File: src/hw/rtl/ope_pkg.sv
package ope_pkg;

  localparam int ExponentBitsDef = 16;
  localparam int ChunkBits       = 16;
  localparam int LenBits         = 5;
  localparam int MaxChunks       = 3;

  typedef enum logic {
    ACT_HEADER = 1'b0,
    ACT_DIGIT  = 1'b1
  } ope_action_t;

  typedef struct packed {
    logic        action;
    logic        negative;
    logic        is_zero;
    logic        exponent_negative;
    logic [15:0] exponent_magnitude;
    logic [3:0]  digit;
    logic        last_digit;
  } ope_in_t;

  typedef struct packed {
    logic [ChunkBits-1:0] chunk_bits;
    logic [LenBits-1:0]   chunk_length;
    logic                 last;
  } ope_out_t;

  typedef struct packed {
    ope_out_t [MaxChunks-1:0] chunk;
    logic [1:0]               cnt;
  } ope_bundle_t;

endpackage

File: src/hw/rtl/ope_encoder.sv
module ope_encoder #(
  parameter int EXPONENT_BITS = ope_pkg::ExponentBitsDef
) (
  input  logic                clk,
  input  logic                rst_n,
  input  ope_pkg::ope_in_t    in_word,
  input  logic                fire,
  output ope_pkg::ope_bundle_t bundle
);
  import ope_pkg::*;

  localparam logic [15:0] OffLimit = (EXPONENT_BITS >= 16) ? 16'hFFFF :
                                     16'((64'd1 << EXPONENT_BITS) - 64'd1);

  logic       neg_r, neg_nxt;
  logic       await_r, await_nxt;
  logic [1:0] grp_cnt_r, grp_cnt_nxt;
  logic [9:0] grp_val_r, grp_val_nxt;

  logic [16:0] off_raw;
  logic [15:0] off;
  logic [4:0]  le;
  logic [16:0] mask17;
  logic [15:0] mask;
  logic [15:0] top;
  logic [15:0] prefix;
  logic [15:0] rem;
  logic [3:0]  d9;
  logic [3:0]  first_val;
  logic [9:0]  term;
  logic [9:0]  sum;
  logic [9:0]  declet;
  logic        flush;

  always_comb begin
    off_raw = {1'b0, in_word.exponent_magnitude} + 17'd2;
    off     = (off_raw > {1'b0, OffLimit}) ? OffLimit : off_raw[15:0];
    le      = '0;
    for (int i = 0; i < 16; i++) begin
      if (off[i]) begin
        le = 5'(i + 1);
      end
    end
    mask17 = (17'd1 << le) - 17'd1;
    mask   = mask17[15:0];
    top    = 16'((17'd1 << le) >> 1);
    prefix = mask - 16'd1;
    rem    = off - top;
    if (in_word.negative != in_word.exponent_negative) begin
      prefix = prefix ^ mask;
      rem    = rem ^ (mask >> 1);
    end
  end

  always_comb begin
    d9        = (in_word.digit > 4'd9) ? 4'd9 : in_word.digit;
    first_val = neg_r ? (4'd10 - d9) : d9;
    unique case (grp_cnt_r)
      2'd0: term = 10'(d9) * 10'd100;
      2'd1: term = 10'(d9) * 10'd10;
      2'd2: term = 10'(d9);
      2'd3: term = '0;
    endcase
    sum    = grp_val_r + term;
    declet = neg_r ? (10'd999 - sum) : sum;
    flush  = (grp_cnt_r == 2'd2) || in_word.last_digit;
  end

  always_comb begin
    neg_nxt     = neg_r;
    await_nxt   = await_r;
    grp_cnt_nxt = grp_cnt_r;
    grp_val_nxt = grp_val_r;
    bundle      = '0;
    unique case (ope_action_t'(in_word.action))
      ACT_HEADER: begin
        grp_cnt_nxt = '0;
        grp_val_nxt = '0;
        if (in_word.is_zero) begin
          neg_nxt   = 1'b0;
          await_nxt = 1'b0;
          bundle.chunk[0] = '{chunk_bits: 16'd2, chunk_length: 5'd2, last: 1'b1};
          bundle.cnt      = 2'd1;
        end else begin
          neg_nxt   = in_word.negative;
          await_nxt = 1'b1;
          bundle.chunk[0] = '{chunk_bits: in_word.negative ? 16'd0 : 16'd2,
                              chunk_length: 5'd2, last: 1'b0};
          bundle.chunk[1] = '{chunk_bits: prefix, chunk_length: le, last: 1'b0};
          bundle.chunk[2] = '{chunk_bits: rem, chunk_length: le - 5'd1, last: 1'b0};
          bundle.cnt      = 2'd3;
        end
      end
      ACT_DIGIT: begin
        if (await_r) begin
          await_nxt   = 1'b0;
          grp_cnt_nxt = '0;
          grp_val_nxt = '0;
          bundle.chunk[0] = '{chunk_bits: 16'(first_val), chunk_length: 5'd4,
                              last: in_word.last_digit};
          bundle.cnt      = 2'd1;
        end else if (flush) begin
          grp_cnt_nxt = '0;
          grp_val_nxt = '0;
          bundle.chunk[0] = '{chunk_bits: 16'(declet), chunk_length: 5'd10,
                              last: in_word.last_digit};
          bundle.cnt      = 2'd1;
        end else begin
          grp_cnt_nxt = grp_cnt_r + 2'd1;
          grp_val_nxt = sum;
        end
      end
    endcase
  end

  always_ff @(posedge clk) begin
    if (!rst_n) begin
      neg_r     <= 1'b0;
      await_r   <= 1'b0;
      grp_cnt_r <= '0;
      grp_val_r <= '0;
    end else if (fire) begin
      neg_r     <= neg_nxt;
      await_r   <= await_nxt;
      grp_cnt_r <= grp_cnt_nxt;
      grp_val_r <= grp_val_nxt;
    end
  end

endmodule

File: src/hw/rtl/ope_serializer.sv
module ope_serializer (
  input  logic                 clk,
  input  logic                 rst_n,
  input  ope_pkg::ope_bundle_t bundle,
  input  logic                 load,
  output logic                 load_ok,
  output logic                 out_valid,
  input  logic                 out_stall,
  output ope_pkg::ope_out_t    out_word
);
  import ope_pkg::*;

  ope_out_t [MaxChunks-1:0] chunk_r;
  logic [1:0] cnt_r;
  logic [1:0] idx_r, idx_nxt;
  logic       vld_r, vld_nxt;
  logic       at_last;
  logic       take;

  assign at_last   = (idx_r == (cnt_r - 2'd1));
  assign take      = vld_r && !out_stall;
  assign load_ok   = !vld_r || (take && at_last);
  assign out_valid = vld_r;
  assign out_word  = chunk_r[idx_r];

  always_comb begin
    vld_nxt = vld_r;
    idx_nxt = idx_r;
    priority if (load) begin
      vld_nxt = (bundle.cnt != 2'd0);
      idx_nxt = '0;
    end else if (take && at_last) begin
      vld_nxt = 1'b0;
    end else if (take) begin
      idx_nxt = idx_r + 2'd1;
    end
  end

  always_ff @(posedge clk) begin
    if (!rst_n) begin
      vld_r <= 1'b0;
      idx_r <= '0;
    end else begin
      vld_r <= vld_nxt;
      idx_r <= idx_nxt;
    end
  end

  always_ff @(posedge clk) begin
    if (load) begin
      chunk_r <= bundle.chunk;
      cnt_r   <= bundle.cnt;
    end
  end

endmodule

File: src/hw/rtl/order_preserving_decimal_encoder.sv
// Channel  Direction  Word type    Handshake
// in_      input      ope_in_t     in_valid / in_stall
// out_     output     ope_out_t    out_valid / out_stall
//
// An item passes an input register and then a chunk register on its way to the first chunk.
// A digit item yields at most one chunk; a nonzero header yields three chunks that leave
// the chunk register one at a time, so the output port sets the rate of headers.
// Digits that leave a declet unfinished give no chunk and free the register at once.
// Reset clears the valid flags, the sign, the first-digit flag and the declet state.
// A stall on the output holds the chunk register, then the input register, then in_stall.
module order_preserving_decimal_encoder #(
  parameter int EXPONENT_BITS = ope_pkg::ExponentBitsDef
) (
  input  logic              clk,
  input  logic              rst_n,
  input  logic              in_valid,
  output logic              in_stall,
  input  ope_pkg::ope_in_t  in_word,
  output logic              out_valid,
  input  logic              out_stall,
  output ope_pkg::ope_out_t out_word
);
  import ope_pkg::*;

  logic        in_vld_r, in_vld_nxt;
  ope_in_t     in_word_r;
  logic        move;
  logic        load_ok;
  ope_bundle_t bundle;

  assign move       = in_vld_r && load_ok;
  assign in_stall   = in_vld_r && !load_ok;
  assign in_vld_nxt = in_stall ? in_vld_r : in_valid;

  always_ff @(posedge clk) begin
    if (!rst_n) begin
      in_vld_r <= 1'b0;
    end else begin
      in_vld_r <= in_vld_nxt;
    end
  end

  always_ff @(posedge clk) begin
    if (!rst_n) begin
      in_word_r <= '0;
    end else if (in_valid && !in_stall) begin
      in_word_r <= in_word;
    end
  end

  ope_encoder #(
    .EXPONENT_BITS (EXPONENT_BITS)
  ) u_encoder (
    .clk     (clk),
    .rst_n   (rst_n),
    .in_word (in_word_r),
    .fire    (move),
    .bundle  (bundle)
  );

  ope_serializer u_serializer (
    .clk       (clk),
    .rst_n     (rst_n),
    .bundle    (bundle),
    .load      (move),
    .load_ok   (load_ok),
    .out_valid (out_valid),
    .out_stall (out_stall),
    .out_word  (out_word)
  );

endmodule
File: config.mk
export PLATFORM = sky130hd
export DESIGN_NAME = order_preserving_decimal_encoder
export DESIGN_NICKNAME = d
export VERILOG_FILES = /design/src/hw/rtl/ope_pkg.sv /design/src/hw/rtl/ope_encoder.sv /design/src/hw/rtl/ope_serializer.sv /design/src/hw/rtl/order_preserving_decimal_encoder.sv
export SDC_FILE = /design/constraint.sdc
export NUM_CORES = 1
export LEC_CHECK = 0
export ABC_AREA = 1
export BUFFER_PORTS_ARGS = -buffer_cell sky130_fd_sc_hd__buf_2
export CORE_ASPECT_RATIO = 0.75
export CORE_MARGIN = 2
export CORE_UTILIZATION = 40
export DETAILED_ROUTE_END_ITERATION = 12
export PLACE_DENSITY = 0.66
export SYNTH_ARGS = -nofsm -noshare
export SYNTH_HDL_FRONTEND = slang
export SYNTH_SLANG_ARGS = --single-unit
File: constraint.sdc
create_clock -name clk -period 5.05 [get_ports clk]
set_input_delay 0.505 -clock clk [delete_from_list [all_inputs] [get_ports clk]]
set_output_delay 0.505 -clock clk [all_outputs]
set_load 0.03 [all_outputs]
# [After elaboration in Yosys (flattened, before gate mapping)]
# Cells that the tools add are included.
[classes] bitwise_logic=5 reduce_logical=18 add_sub_neg=11 n_eq_ne=5 shifts=1 mul=2 order_cmp=3 mux=41
[op_table] op="$mux W5" n=15
[op_table] op="$mux W16" n=3
[op_table] op="$mux W24" n=2
[op_table] op="$pmux W24 S2" n=1
[op_table] op="$bmux W22 S2" n=1
[op_table] op="$pmux W10 S4" n=1
[op_table] op="$sub A16 B1 Y16 const B" n=2
[op_table] op="$mux W10" n=3
[op_table] op="$mux W22" n=1
[op_table] op="$pmux W10 S2" n=1
[op_table] op="$mux W18" n=1
[op_table] op="$add A16 B2 Y17 const B" n=1
[op_table] op="$gt A17 B16 Y1 const B" n=1
[op_table] op="$shl A1 B5 Y17 const A" n=1
[op_table] op="$sub A16 B16 Y16" n=1
[op_table] op="$xor A16 B15 Y16" n=1
[op_table] op="$xor A16 B16 Y16" n=1
[op_table] op="$add A10 B10 Y10" n=1
[op_table] op="$sub A10 B10 Y10 const A" n=1
[op_table] op="$mul A4 B5 Y8 const B" n=1
[op_table] op="$mux W4" n=2
[op_table] op="$mul A4 B3 Y7 const B" n=1
[op_table] op="$mux W2" n=3
[op_table] op="$logic_and A1 B1 Y1" n=5
[op_table] op="other kinds (20)" n=35
[word_totals] word_cells=110 output_inout_bits=24 regBits=111 inputBits=29

# [Longest topological paths before layout]
# Gate-level depths: netlist (run 1).
[depth] depth_word=24 mapped_depth=35

# [Hierarchy]
# Synthesis (run 1) repeated with hierarchy kept, for this count alone.
[hier_totals] cells_unflattened=1199 area_unflattened_um2=8758.4
[by_module_without_submodules] module="ope_encoder" area_per_inst_um2=4800.9 cells_per_inst=829 n_inst=1
[by_module_without_submodules] module="ope_serializer" area_per_inst_um2=2740.1 cells_per_inst=199 n_inst=1
[by_module_without_submodules] module="order_preserving_decimal_encoder" area_per_inst_um2=1217.4 cells_per_inst=171 n_inst=1

# [Worst setup path before layout (run 1)]
# Ideal clock, no wire load.
[synth_path] path_kind="register to register" from="register u_serializer.idx_r[0]" to="register u_encoder.grp_val_r[1]" slack_ns=0.282 arrival_ns=4.650 stages_incl_launch_ff=12 setup_ns=0.117 n_path_buf=2 t_required_ns=4.933 period_less_slack_ns=4.768 cell_sequence="dfxtp_1 > clkbuf_1 > inv_1 > o31ai_1 > a31o_2 > nand2_1 > nor2_1 > inv_1 > nand2_1 > inv_1 > clkbuf_1 > a32o_1"
[synth_via] elab_chain_len=4
[synth_lines] element="start: declaration" line_no="ope_serializer.sv:15" rtl="logic [1:0] idx_r, idx_nxt;"
[synth_lines] element="start signal: assignment" line_no="ope_serializer.sv:45" rtl="idx_r <= idx_nxt;"
[synth_lines] element="$eq A2 B2 Y1" line_no="ope_serializer.sv:20" rtl="assign at_last = (idx_r == (cnt_r - 2'd1));"
[synth_lines] element="$logic_and A1 B1 Y1" line_no="ope_serializer.sv:22" rtl="assign load_ok = !vld_r || (take && at_last);"
[synth_lines] element="$logic_or A1 B1 Y1" line_no="ope_serializer.sv:22"
[synth_lines] element="$logic_and A1 B1 Y1" line_no="order_preserving_decimal_encoder.sv:31" rtl="assign move = in_vld_r && load_ok;"
[synth_lines] element="net move" line_no="order_preserving_decimal_encoder.sv:27" rtl="logic move;"
[synth_lines] element="end signal: assignment" line_no="ope_encoder.sv:126" rtl="grp_val_r <= grp_val_nxt;"
[synth_lines] element="end: declaration" line_no="ope_encoder.sv:18" rtl="logic [9:0] grp_val_r, grp_val_nxt;"
# The timed path passes the listed nets, and every way through them passes these cells.
# A chain may end at the register's enable or synchronous reset.

# [Worst setup path in the final report (run 1)]
[layout_path] from="register in_word_r[6] (netlist bit)" to="register u_serializer.chunk_r[56] (netlist bit), data pin"
[layout_via] word_cells_on_any_way=24 cone_classes="3 x add/sub; 1 x order compare; 1 x shift; 18 x mux; 1 x bitwise"
[layout_rtl] element="start: declaration" line_no="order_preserving_decimal_encoder.sv:26" rtl="ope_in_t in_word_r;"
[layout_rtl] element="start signal: assignment" line_no="order_preserving_decimal_encoder.sv:47" rtl="in_word_r <= in_word;"
[layout_rtl] element="$add A16 B2 Y17 *" line_no="ope_encoder.sv:36" rtl="off_raw = {1'b0, in_word.exponent_magnitude} + 17'd2;"
[layout_rtl] element="$gt A17 B16 Y1" line_no="ope_encoder.sv:37" rtl="off = (off_raw > {1'b0, OffLimit}) ? OffLimit : off_raw[15:0];"
[layout_rtl] element="$mux W16 *" line_no="ope_encoder.sv:37"
[layout_rtl] element="$mux W5 (14 in a row)" line_no="ope_encoder.sv:40" rtl="if (off[i]) begin"
[layout_rtl] element="$mux W5 *" line_no="ope_encoder.sv:40"
[layout_rtl] element="net u_encoder.le[1]" line_no="ope_encoder.sv:22" rtl="logic [4:0] le;"
[layout_rtl] element="$shl A1 B5 Y17 *" line_no="ope_encoder.sv:44" rtl="mask17 = (17'd1 << le) - 17'd1;"
[layout_rtl] element="$sub A16 B16 Y16 or $sub A16 B1 Y16 (tied branches)" line_no="ope_encoder.sv:48, ope_encoder.sv:44"
[layout_rtl] element="$xor A16 B15 Y16" line_no="ope_encoder.sv:51" rtl="rem = rem ^ (mask >> 1);"
[layout_rtl] element="$mux W16 *" line_no="ope_encoder.sv:49" rtl="if (in_word.negative != in_word.exponent_negative) begin"
[layout_rtl] element="end signal: assignment" line_no="ope_serializer.sv:51" rtl="chunk_r <= bundle.chunk;"
[layout_rtl] element="end: declaration" line_no="ope_serializer.sv:13" rtl="ope_out_t [MaxChunks-1:0] chunk_r;"
# The timed path passes the listed nets; every way through them passes the cells marked *.

==> results of run 1 <==
==> power groups by stage <==
| stage | clock network (mW) | logic, mW | registers (mW) |
|---|---|---|---|
| detailed placement | 0 | 0.982 | 1.02 |
| global route | 0.733 | 1.15 | 1.01 |
| floorplan | 0 | 0.733 | 1.01 |
| global placement | 0 | 0.978 | 1.02 |
| CTS | 0.697 | 0.988 | 0.999 |
| finish | 0.686 | 1.02 | 0.999 |
==> cells in the mapped netlist (2+ instances only) <==
cell and number:
buf_2 4, nand2_4 4, nand4_1 13, o2111ai_1 3
nor2_1 104, o21bai_1 7, ha_1 50, a31o_2 2
fa_1 3, inv_2 12, o211ai_1 3, nor2_2 14
nand3_1 118, nand4_2 5, a21o_1 2, nor2_4 10
clkbuf_1 26, xnor2_1 12, dfxtp_1 43, o21a_1 4
o21ai_1 3, inv_1 116, or2_2 2, nand2_1 227
o21ai_0 75, edfxtp_1 58, xor2_1 14, a32o_1 3
nand2_2 17, nand3_4 2, o31ai_1 2, nand3b_1 3
nor3_1 10, nand3_2 3, o22ai_1 3, o221ai_1 2
a21oi_1 83
==> layout by cell type (no fill, tap or decap), types with 3 or more instances in the layout <==
cell type / n
nand4_1: 13
inv_1: 116
o22ai_1: 3
dfxtp_1: 43
nor2_2: 15
o21bai_1: 7
a32o_1: 3
nand2_1: 227
nand3_2: 3
o2111ai_1: 3
nor3_1: 10
a21oi_1: 82
nand2_4: 4
nand3_1: 118
buf_4: 21
edfxtp_1: 58
nand2_2: 17
buf_2: 52
nor2_4: 12
o21a_1: 4
nand4_2: 5
inv_2: 12
fa_1: 3
xnor2_1: 11
nor2_1: 101
o21ai_1: 4
clkbuf_16: 9
ha_1: 47
o21ai_0: 74
xor2_1: 14
o211ai_1: 3
nand3b_1: 3
==> flip-flops by register name (all words and copies together) (netlist names) <==
name / count
u_encoder.await_r: 1
u_serializer.chunk_r: 56
u_serializer.out_valid: 1
u_encoder.neg_r: 1
in_word_r: 25
u_serializer.idx_r: 2
u_encoder.grp_val_r: 10
u_serializer.cnt_r: 2
u_encoder.grp_cnt_r: 2
in_vld_r: 1
==> timing repair <==
action | in CTS | in global routing
gates resized for setup | 0 | 12
hold buffers | 0 | 0
setup buffers | 0 | 0
endpoints found under the setup margin | 0 | 22
==> how the worst max path moves through the flow <==
stage               cells after the start                                     end  slack [ns]                                from
floorplan                              11     u_encoder.grp_val_r[1]$_SDFFE_PN0P_        0.28  u_serializer.idx_r[0]$_SDFFE_PP0P_
global placement                       27  u_serializer.chunk_r[64]$_SDFFCE_PN0P_        0.30           in_word_r[6]$_SDFFE_PN0P_
detailed placement                     25  u_serializer.chunk_r[64]$_SDFFCE_PN0P_        0.17           in_word_r[6]$_SDFFE_PN0P_
CTS                                    25  u_serializer.chunk_r[64]$_SDFFCE_PN0P_        0.15           in_word_r[6]$_SDFFE_PN0P_
global route                           32  u_serializer.chunk_r[58]$_SDFFCE_PN0P_       -0.08           in_word_r[7]$_SDFFE_PN0P_
finish                                 27  u_serializer.chunk_r[56]$_SDFFCE_PN0P_        0.22           in_word_r[6]$_SDFFE_PN0P_
==> routing by layer <==
layer  up-vias  wire (µm)
met1      3273      11100
met3        10       1350
met2       206       8060
met5         -          0
met4         0        130
li1       3723          -
==> logic make-up (layout without fill, tap and decap cells) <==
logic type | count (synthesis) | count (layout) | synth area share
fa+ha+maj | 53 | 53 | 0.0878
xor+xnor | 27 | 27 | 0.0312
simple gates | 537 | 537 | 0.327
compound gates | 198 | 198 | 0.141
flops | 101 | 101 | 0.333
buf+inv | 162 | 218 | 0.0799
==> worst max-delay path: cells and delay by family (launching register included) <==
kind | cells | cell delay [ns]
compound gates | 5 | 0.79
xor+xnor | 2 | 0.65
fa+ha+maj | 3 | 0.87
buf+inv | 3 | 0.37
flops | 1 | 0.40
simple gates | 14 | 1.52
==> final cells by class <==
| type | instances | area [µm²] |
|---|---|---|
| Clock inverter | 7 | 57.6 |
| Sequential cell | 101 | 2600 |
| Multi-Input combinational cell | 815 | 4650 |
| Tap cell | 253 | 317 |
| Clock buffer | 9 | 225 |
| Timing Repair Buffer | 73 | 418 |
| Fill cell | 1931 | 10500 |
| Inverter | 129 | 484 |
==> stage by stage <==
stage / TNS (ns) / utilization
after detailed placement: 0 / 0.437
after global placement: 0 / 0.437
after floorplan: 0 / -
final: 0 / 0.454
after CTS: 0 / 0.452
after global routing: -0.426 / 0.454
==> flow_summary.toml, run 1 <==
[logic_synthesis]
ys_seq_elements = 101
syn_nets = 1160
synth_warnings = 0
yosysTopAreaCell = "edfxtp_1"
synth_edf_count = 58
ys.flop_type = "edfxtp_1"
async_reset_ff_frac = 0
syn_area_per_cell_um2 = 7.25
yosysTopAreaCellShare = 0.223
synth_area_leaders = "edfxtp_1 22%, dfxtp_1 11%, nand2_1 11%"
yosys.cell_types.count = 53
synthesis.area_mm2 = 0.00781
ys_seq_area_frac = 0.333
synth_cells = 1078

[timing]
drv_slew = 0
worst_pin_slew_ns = 0.766
hold_violations = 0
max_slew_margin = 0.487
fmax_mhz = 207
fin_worst_skew_ns = 0.00743
period_needed_ns = 4.83
setup_viol = 0
hold_ws_ns = 0.376
min_period_over_period = 0.957
rsz0062_at_grt = "yes"
layout_setup_ws_ns = 0.217

[drt]
via_count = 7212
routed_wl_um = 20600
wire_per_inst_um = 14.9
drtPass1Iterations = 7
drc = 0
drt.antenna.violating_nets = 0
drt_iter0_markers = 760
via_per_inst = 5.20

[cts]
clk_path_buf_depth = 2
clk_latency_ns = 0.36
cts_sinks = 101
cts_buffers = 9
htree_levels = 3
cts_tree = "done"
cts.clk_slew.worst_paths_ns = 0.07
cts-root-buf = "clkbuf_16"

[global_routing]
gr-usage-met2 = 0.277
grt_max_degree = 59
met3_usage = 0.0378
antenna_found_initial = 0
use_met1 = 0.339
grt.busiest_layer = "met1"
grt_pass1_wl_um = 33600
first_global_vias = 6458
gr-total-overflow = 0
grt_use_total = 0.206

[power]
p_int_mw = 1.64
power_mw = 2.70
clock_power_share = 0.254
leakagePower_nw = 4.07
p_sw_mw = 1.06
p_per_area_mw_per_mm2 = 309
swShare = 0.394
pwr-share-seq = 0.369
vdd_drop_max_v = 0.000169
p_comb_frac = 0.377

[placed_design]
pre_cts_slack_ns = 0.172
finalWeightedCongestion = 0.920
dpl_cell_area_mm2 = 0.00842
port_buffers = 52
hpwl_um = 16200
dpl.cell_count = 1371

[status]
status = "finished clean"

[worst_setup_path]
rrSetupSlack_ns = 0.22
rr_startpoint = "in_word_r[6]$_SDFFE_PN0P_"
path_class = "reg -> reg"
worstPathArrival_ns = 4.95
cp-start-kind = "register"
crit_slowest_cell = "ha_1"
worstSetupEndpointType = "register"
required_ns = 5.16
rr_worst_depth = 27
rr_endpoint = "u_serializer.chunk_r[56]$_SDFFCE_PN0P_"
cp_max_fo = 6
max_stage_delay_ns = 0.42
crit_top_cell = "nand2_1"

[min_path]
min-delay-start = "in_word[22]"
holdPathEnd = "in_word_r[22]$_SDFFE_PN0P_"
min_path_type = "in -> reg"
holdPathStages = 3

[floorplan]
row_count = 44
die_w_um = 165
fp.dieArea_mm2 = 0.0207
initial_utilization = 0.405
coreArea_mm2 = 0.0193
die_h_um = 125
io-pin-count = 53

[final_layout]
diodes = 0
final_cells = 1387
syn2layout_area_growth_pct = 12.0
final_area_mm2 = 0.00875
fin_nets = 1211
drive_above_1_share = 0.153

[job]
drv_cap = 0
Note: power is estimated with default switching activity, not from simulation.
==> run 2, diff against run 1 <==
--- a/config.mk
+++ b/config.mk
@@ -5,13 +5,13 @@
 export SDC_FILE = /design/constraint.sdc
 export NUM_CORES = 1
 export LEC_CHECK = 0
-export ABC_AREA = 1
+export ABC_AREA = 0
 export BUFFER_PORTS_ARGS = -buffer_cell sky130_fd_sc_hd__buf_2
 export CORE_ASPECT_RATIO = 0.75
 export CORE_MARGIN = 2
 export CORE_UTILIZATION = 40
 export DETAILED_ROUTE_END_ITERATION = 12
-export PLACE_DENSITY = 0.66
+export PLACE_DENSITY = 0.64
 export SYNTH_ARGS = -nofsm -noshare
 export SYNTH_HDL_FRONTEND = slang
 export SYNTH_SLANG_ARGS = --single-unit
==> constraint.sdc (replaced) <==
create_clock -name clk -period 4.46 [get_ports clk]
set_input_delay 0.446 -clock clk [delete_from_list [all_inputs] [get_ports clk]]
set_output_delay 0.446 -clock clk [all_outputs]
set_load 0.03 [all_outputs]
==> run 2 against run 1 <==
  * The flow now finishes with violations (setup timing)
  * Worst setup slack got worse by 0.27 ns
  * Synthesized cell count shrank 13%
  * Clock power rose by 13%
==> flow_summary.toml, run 2 <==
[timing]
hold_violations = 0
rsz0062_at_grt = "yes"
max_slew_margin = 0.402
min_period_over_period = 1.01
finalSetupTns_ns = -0.0964
worst_pin_slew_ns = 0.891
drv_slew = 0
fmax_mhz = 221
setup_viol = 4
layout_setup_ws_ns = -0.0570
period_needed_ns = 4.52
fin_worst_skew_ns = 0.00800

[global_routing]
grt_max_degree = 36
grt_pass1_wl_um = 37800
gr-total-overflow = 0
antenna_found_initial = 0
grt_use_total = 0.225
first_global_vias = 7140

[drt]
drt.antenna.violating_nets = 0
via_per_inst = 5.34
routed_wl_um = 24100
wire_per_inst_um = 16.9
drtPass1Iterations = 5
drt_iter0_markers = 763
via_count = 7613
drc = 0

[final_layout]
fin_nets = 1250
fillers = 1744
layout_commonest_cell = "buf_4"
largest_reg_flops = 56
diodes = 0
largest-register = "u_serializer.chunk_r"
drive_above_1_share = 0.367
final_cells = 1426
biggestRegsByFlops = "u_serializer.chunk_r x56, in_word_r x25, u_encoder.grp_val_r x10"
fin_util = 0.562
syn2layout_area_growth_pct = 37.7
layout_common_cells = "205 x buf_4, 164 x nand2_1, 75 x nor2_1, 64 x a21oi_1, 58 x edfxtp_1"

[cts]
cts-root-buf = "clkbuf_16"
clk_latency_ns = 0.36
cts_tree = "done"
clk_path_buf_depth = 2
htree_levels = 3
hold_buffers = 0
cts_sinks = 101
cts.clk_slew.worst_paths_ns = 0.08
cts_buffers = 9

[worst_setup_path]
worstPathArrival_ns = 4.63
worstSetupEndpointType = "register"
max_stage_delay_ns = 0.37
cp_max_fo = 5
cp-start-kind = "register"
required_ns = 4.57
crit_slowest_cell = "dfxtp_4"
path_class = "reg -> reg"

[logic_synthesis]
synth_most_common_cell = "nand2_1"
synth_cells = 938
yosys.cell_types.count = 92
synth.top_cells.by_count = "173 x nand2_1, 89 x nor2_1, 75 x a21oi_1"
async_reset_ff_frac = 0
synth_area_leaders = "edfxtp_1 22%, dfxtp_1 11%, nand2_1 8.2%"
yosysTopAreaCellShare = 0.220
ys.flop_type = "edfxtp_1"
yosysTopAreaCell = "edfxtp_1"
synth_edf_count = 58
ys_seq_area_frac = 0.329
synthesis.area_mm2 = 0.00790
syn_area_per_cell_um2 = 8.42
syn_nets = 1020
ys_seq_elements = 101
synth_warnings = 0

[floorplan]
row_count = 44
die_h_um = 126
fp.dieArea_mm2 = 0.0209
io-pin-count = 53
initial_utilization = 0.408
die_w_um = 166
coreArea_mm2 = 0.0194

[placed_design]
finalWeightedCongestion = 0.902
dpl.cell_count = 1364
port_buffers = 52
hpwl_um = 18100

[status]
violations = "setup timing"
status = "finished, violations left"

[min_path]
min_path_type = "in -> reg"

[power]
leakagePower_nw = 4.63
power_mw = 3.42
p_per_area_mw_per_mm2 = 314
vdd_drop_max_v = 0.000177

[job]
drv_cap = 0
[run 2: cell count changes in the layout (fill, tap and decap cells not counted), sizes merged, moves of 11 or more]
| cell | previous run | this run |
|---|---|---|
| nand2 | 249 | 174 |
| a22o | 1 | 12 |
| nand4 | 19 | 5 |
| xnor2 | 12 | 52 |
| nor2 | 129 | 92 |
| o21ai | 78 | 57 |
| nor3 | 10 | 23 |
| mux2i | 0 | 15 |
| inv | 132 | 30 |
| nand3 | 123 | 23 |
| nor2b | 0 | 12 |
| xor2 | 15 | 26 |
| buf | 73 | 273 |
[run 2: worst paths after layout]
path	from	endpoint	slack, ns	depth (start not counted)
setup reg to reg	in_word_r[7]$_SDFFE_PN0P_	u_serializer.chunk_r[62]$_SDFFCE_PN0P_	-0.06	25
hold reg to reg	in_word_r[2]$_SDFFE_PN0P_	in_word_r[2]$_SDFFE_PN0P_	0.47	2
setup / recovery	in_word_r[7]$_SDFFE_PN0P_	u_serializer.chunk_r[62]$_SDFFCE_PN0P_	-0.06	25
hold / removal	in_word[13]	in_word_r[13]$_SDFFE_PN0P_	0.32	3
[run 2: where the power goes]
| part | leakage [nW] | switching (mW) | internal, mW |
|---|---|---|---|
| clock | 0.146 | 0.381 | 0.393 |
| sequential | 0.894 | 0.0344 | 1.09 |
| combinational | 3.59 | 0.816 | 0.710 |
[run 2: layer usage]
metal	track usage	routed length, µm
met3	0.0336	1580
met5	0	0
met4	0.0497	415
met2	0.338	10300
met1	0.342	11800
[run 2: logic make-up (layout without fill, tap and decap cells)]
| family | count (synthesis) | count (layout) | share of synthesized area |
|---|---|---|---|
| XOR/XNOR | 78 | 78 | 0.0874 |
| AO/OA/AOI/OAI | 226 | 226 | 0.189 |
| adder cells (fa/ha/maj) | 53 | 53 | 0.0868 |
| multiplexers | 18 | 18 | 0.0242 |
| flip-flops | 101 | 101 | 0.329 |
| AND/OR/NAND/NOR | 381 | 381 | 0.234 |
| buffers and inverters | 81 | 316 | 0.0497 |
[run 2: area by class of cell]
type                       count  area [µm²]  share of cell area
clock inverter                 7        65.1             0.00598
tap                          253         317              0.0291
multi-input combinational    756        5570               0.512
inverter                      27         104             0.00954
timing repair buffer         273        1990               0.183
clock buffer                   9         225              0.0207
sequential                   101        2610               0.240
[run 2: critical path, delay by kind of cell, from the launching register on]
family | cells | cell delay [ns]
compound gates | 8 | 1.45
simple gates | 10 | 1.31
buf+inv | 4 | 0.52
fa+ha+maj | 2 | 0.49
flops | 1 | 0.37
xor+xnor | 1 | 0.12
[run 2: metrics by stage]
stage	hold WS, ns	instance area, µm²	worst slack [ns]
2_1_floorplan	0.432	8120	-0.299
3_3_place_gp	0.445	9680	-0.263
3_5_place_dp	0.456	9680	-0.331
4_1_cts	0.321	10300	0.000355
5_1_grt	0.332	10900	-0.343
6_report	0.322	10900	-0.0570
[run 2: timing repair]
| item | in CTS | in global routing |
|---|---|---|
| buffers inserted | 28 | 18 |
| endpoints found under the setup margin | 19 | 26 |
| pin swaps | 24 | 45 |
| gates resized for setup | 30 | 88 |
==> run 3, diff against run 2 <==
--- a/config.mk
+++ b/config.mk
@@ -9,9 +9,9 @@
 export BUFFER_PORTS_ARGS = -buffer_cell sky130_fd_sc_hd__buf_2
 export CORE_ASPECT_RATIO = 0.75
 export CORE_MARGIN = 2
-export CORE_UTILIZATION = 40
+export CORE_UTILIZATION = 45
 export DETAILED_ROUTE_END_ITERATION = 12
-export PLACE_DENSITY = 0.64
+export PLACE_DENSITY = 0.69
 export SYNTH_ARGS = -nofsm -noshare
 export SYNTH_HDL_FRONTEND = slang
 export SYNTH_SLANG_ARGS = --single-unit
==> run 3 against run 2 <==
  * Worst hold slack lost 0.0024 ns
  * Via count is 2.5% higher
  * Combinational power grew 5%
  * Largest power group unchanged
  * Sequential share of layout area fell by 0.094 points
  * Worst setup slack worse by 0.026 ns
  * Highest routed layer unchanged
  * Sequential power barely moved
  * The run still ends with setup timing left
==> flow_summary.toml, run 3 (synthesis results as in run 2) <==
[status]
status = "finished, violations left"
violations = "setup timing"

[worst_setup_path]
max_stage_delay_ns = 0.43
path_class = "reg -> reg"
required_ns = 4.57
rr_endpoint = "u_serializer.chunk_r[42]$_SDFFCE_PN0P_"
path_delay_family = "simple AND/OR/NAND/NOR gates"
worstPathArrival_ns = 4.65
rr_startpoint = "in_word_r[6]$_SDFFE_PN0P_"
worstSetupEndpointType = "register"
rrSetupSlack_ns = -0.08
crit_buf_inv = 2
cp-start-kind = "register"
cp_max_fo = 5
crit_cells = 25
rr_worst_depth = 25
crit_slowest_cell = "or4_1"

[min_path]
holdPathEnd = "in_word_r[15]$_SDFFE_PN0P_"
min_path_type = "in -> reg"
holdPathStages = 3
min-delay-start = "in_word[15]"

[final_layout]
largest_reg_flops = 56
fin_util = 0.642
fin_nets = 1243
layout_common_cells = "194 x buf_4, 163 x nand2_1, 77 x nor2_1, 68 x a21oi_1, 58 x edfxtp_1"
seq_area_mm2 = 0.00261
biggestRegsByFlops = "u_serializer.chunk_r x56, in_word_r x25, u_encoder.grp_val_r x10"
layout_commonest_cell = "buf_4"
largest-register = "u_serializer.chunk_r"
fillers = 1373
diodes = 0
syn2layout_area_growth_pct = 38.3
multi_input_area_mm2 = 0.00565
drive_above_1_share = 0.367

[timing]
drv_slew = 0
finalSetupTns_ns = -0.419
min_period_over_period = 1.02
max_slew_margin = 0.391
fmax_mhz = 220
hold_violations = 0
setup_viol = 8
rsz0062_at_grt = "yes"
fin_worst_skew_ns = 0.0135
period_needed_ns = 4.54
worst_pin_slew_ns = 0.908
layout_setup_ws_ns = -0.0826

[cts]
clk_latency_ns = 0.37
cts.clk_slew.worst_paths_ns = 0.08
htree_levels = 3
cts_tree = "done"
clk_path_buf_depth = 2
cts-root-buf = "clkbuf_16"
cts_sinks = 101
cts_buffers = 9

[power]
leakagePower_nw = 4.60
p_per_area_mw_per_mm2 = 323
vdd_drop_max_v = 0.000211
power_mw = 3.53

[global_routing]
antenna_found_initial = 0
grt_pass1_wl_um = 38300
grt_max_degree = 59
gr-total-overflow = 0
first_global_vias = 7251
grt_use_total = 0.262

[floorplan]
initial_utilization = 0.464
io-pin-count = 53
row_count = 41
die_w_um = 157
coreArea_mm2 = 0.0170
fp.dieArea_mm2 = 0.0186
die_h_um = 119

[drt]
via_per_inst = 5.57
drtPass1Iterations = 5
drt.antenna.violating_nets = 0
wire_per_inst_um = 17.7
drc = 0
routed_wl_um = 24900
via_count = 7806
drt_iter0_markers = 640

[placed_design]
hpwl_um = 18100
port_buffers = 52
finalWeightedCongestion = 1.01

[job]
drv_cap = 0
[run 3: changes by cell type in the layout (fill, tap and decap cells not counted), sizes merged]
cell,change
buf,-7
inv,-1
clkinvlp,+1
[run 3: area by class of cell]
cell class | count | share of cell area
multi-input combinational | 756 | 0.517
clock buffer | 9 | 0.0206
timing repair buffer | 266 | 0.179
clock inverter | 7 | 0.00710
sequential | 101 | 0.239
tap | 236 | 0.0270
inverter | 27 | 0.00996
[run 3: routing by layer]
layer | vias up | wire length, µm | global-route usage
li1 | 3759 | - | -
met1 | 3683 | 11900 | 0.395
met2 | 314 | 10900 | 0.390
met3 | 50 | 1620 | 0.0440
met4 | 0 | 458 | 0.0563
met5 | - | 0 | 0
[run 3: worst max-delay path by stage]
stage	start	to	slack [ns]
final	in_word_r[6]$_SDFFE_PN0P_	u_serializer.chunk_r[42]$_SDFFCE_PN0P_	-0.08
after global routing	in_word_r[6]$_SDFFE_PN0P_	u_serializer.chunk_r[42]$_SDFFCE_PN0P_	-0.34
after CTS	in_word_r[6]$_SDFFE_PN0P_	u_serializer.chunk_r[42]$_SDFFCE_PN0P_	-0.05
after detailed placement	in_word_r[6]$_SDFFE_PN0P_	u_serializer.chunk_r[59]$_SDFFCE_PN0P_	-0.32
after global placement	in_word_r[6]$_SDFFE_PN0P_	u_serializer.chunk_r[59]$_SDFFCE_PN0P_	-0.21
after floorplan	in_word_r[6]$_SDFFE_PN0P_	u_serializer.chunk_r[42]$_SDFFCE_PN0P_	-0.30
[run 3: stage by stage]
step	instance area, µm²	std cells	hold slack (ns)	setup WS, ns
2_1_floorplan	8120	938	0.432	-0.299
3_5_place_dp	9570	1335	0.455	-0.323
5_1_grt	10900	1402	0.318	-0.337
6_report	10900	1402	0.320	-0.0826
4_1_cts	10400	1386	0.310	-0.0467
3_3_place_gp	9570	1335	0.444	-0.215
[run 3: what timing repair did]
action	CTS	global route
endpoints found under the hold margin	0	0
buffers inserted	35	20
hold buffers	0	0
gates resized for setup	43	92
endpoints found under the setup margin	18	27
pin swaps	25	40
[run 3: worst reg2reg max path, stage by stage, from the launching register on]
cell       delay, ns
dfxtp_4         0.41
ha_4            0.18
and3_4          0.22
o21ai_2         0.08
a311oi_2        0.29
a21oi_2         0.08
a21boi_2        0.16
nand2_1         0.11
o22ai_2         0.17
a41oi_2         0.14
nor3_2          0.20
nor2_2          0.09
inv_2           0.10
buf_6           0.11
ha_4            0.16
or2_4           0.13
nor3_1          0.04
or4_1           0.43
o2111ai_2       0.11
o221ai_4        0.20
xnor2_2         0.18
nor2_2          0.15
nand4bb_4       0.16
nor4_4          0.17
xor2_1          0.17
nor2_1          0.05
[run 3: power by group]
group	total [mW]	switching [mW]	internal, mW
clock network	0.804	0.407	0.398
logic	1.61	0.848	0.758
registers	1.12	0.0361	1.09
total	3.53	1.29	2.24
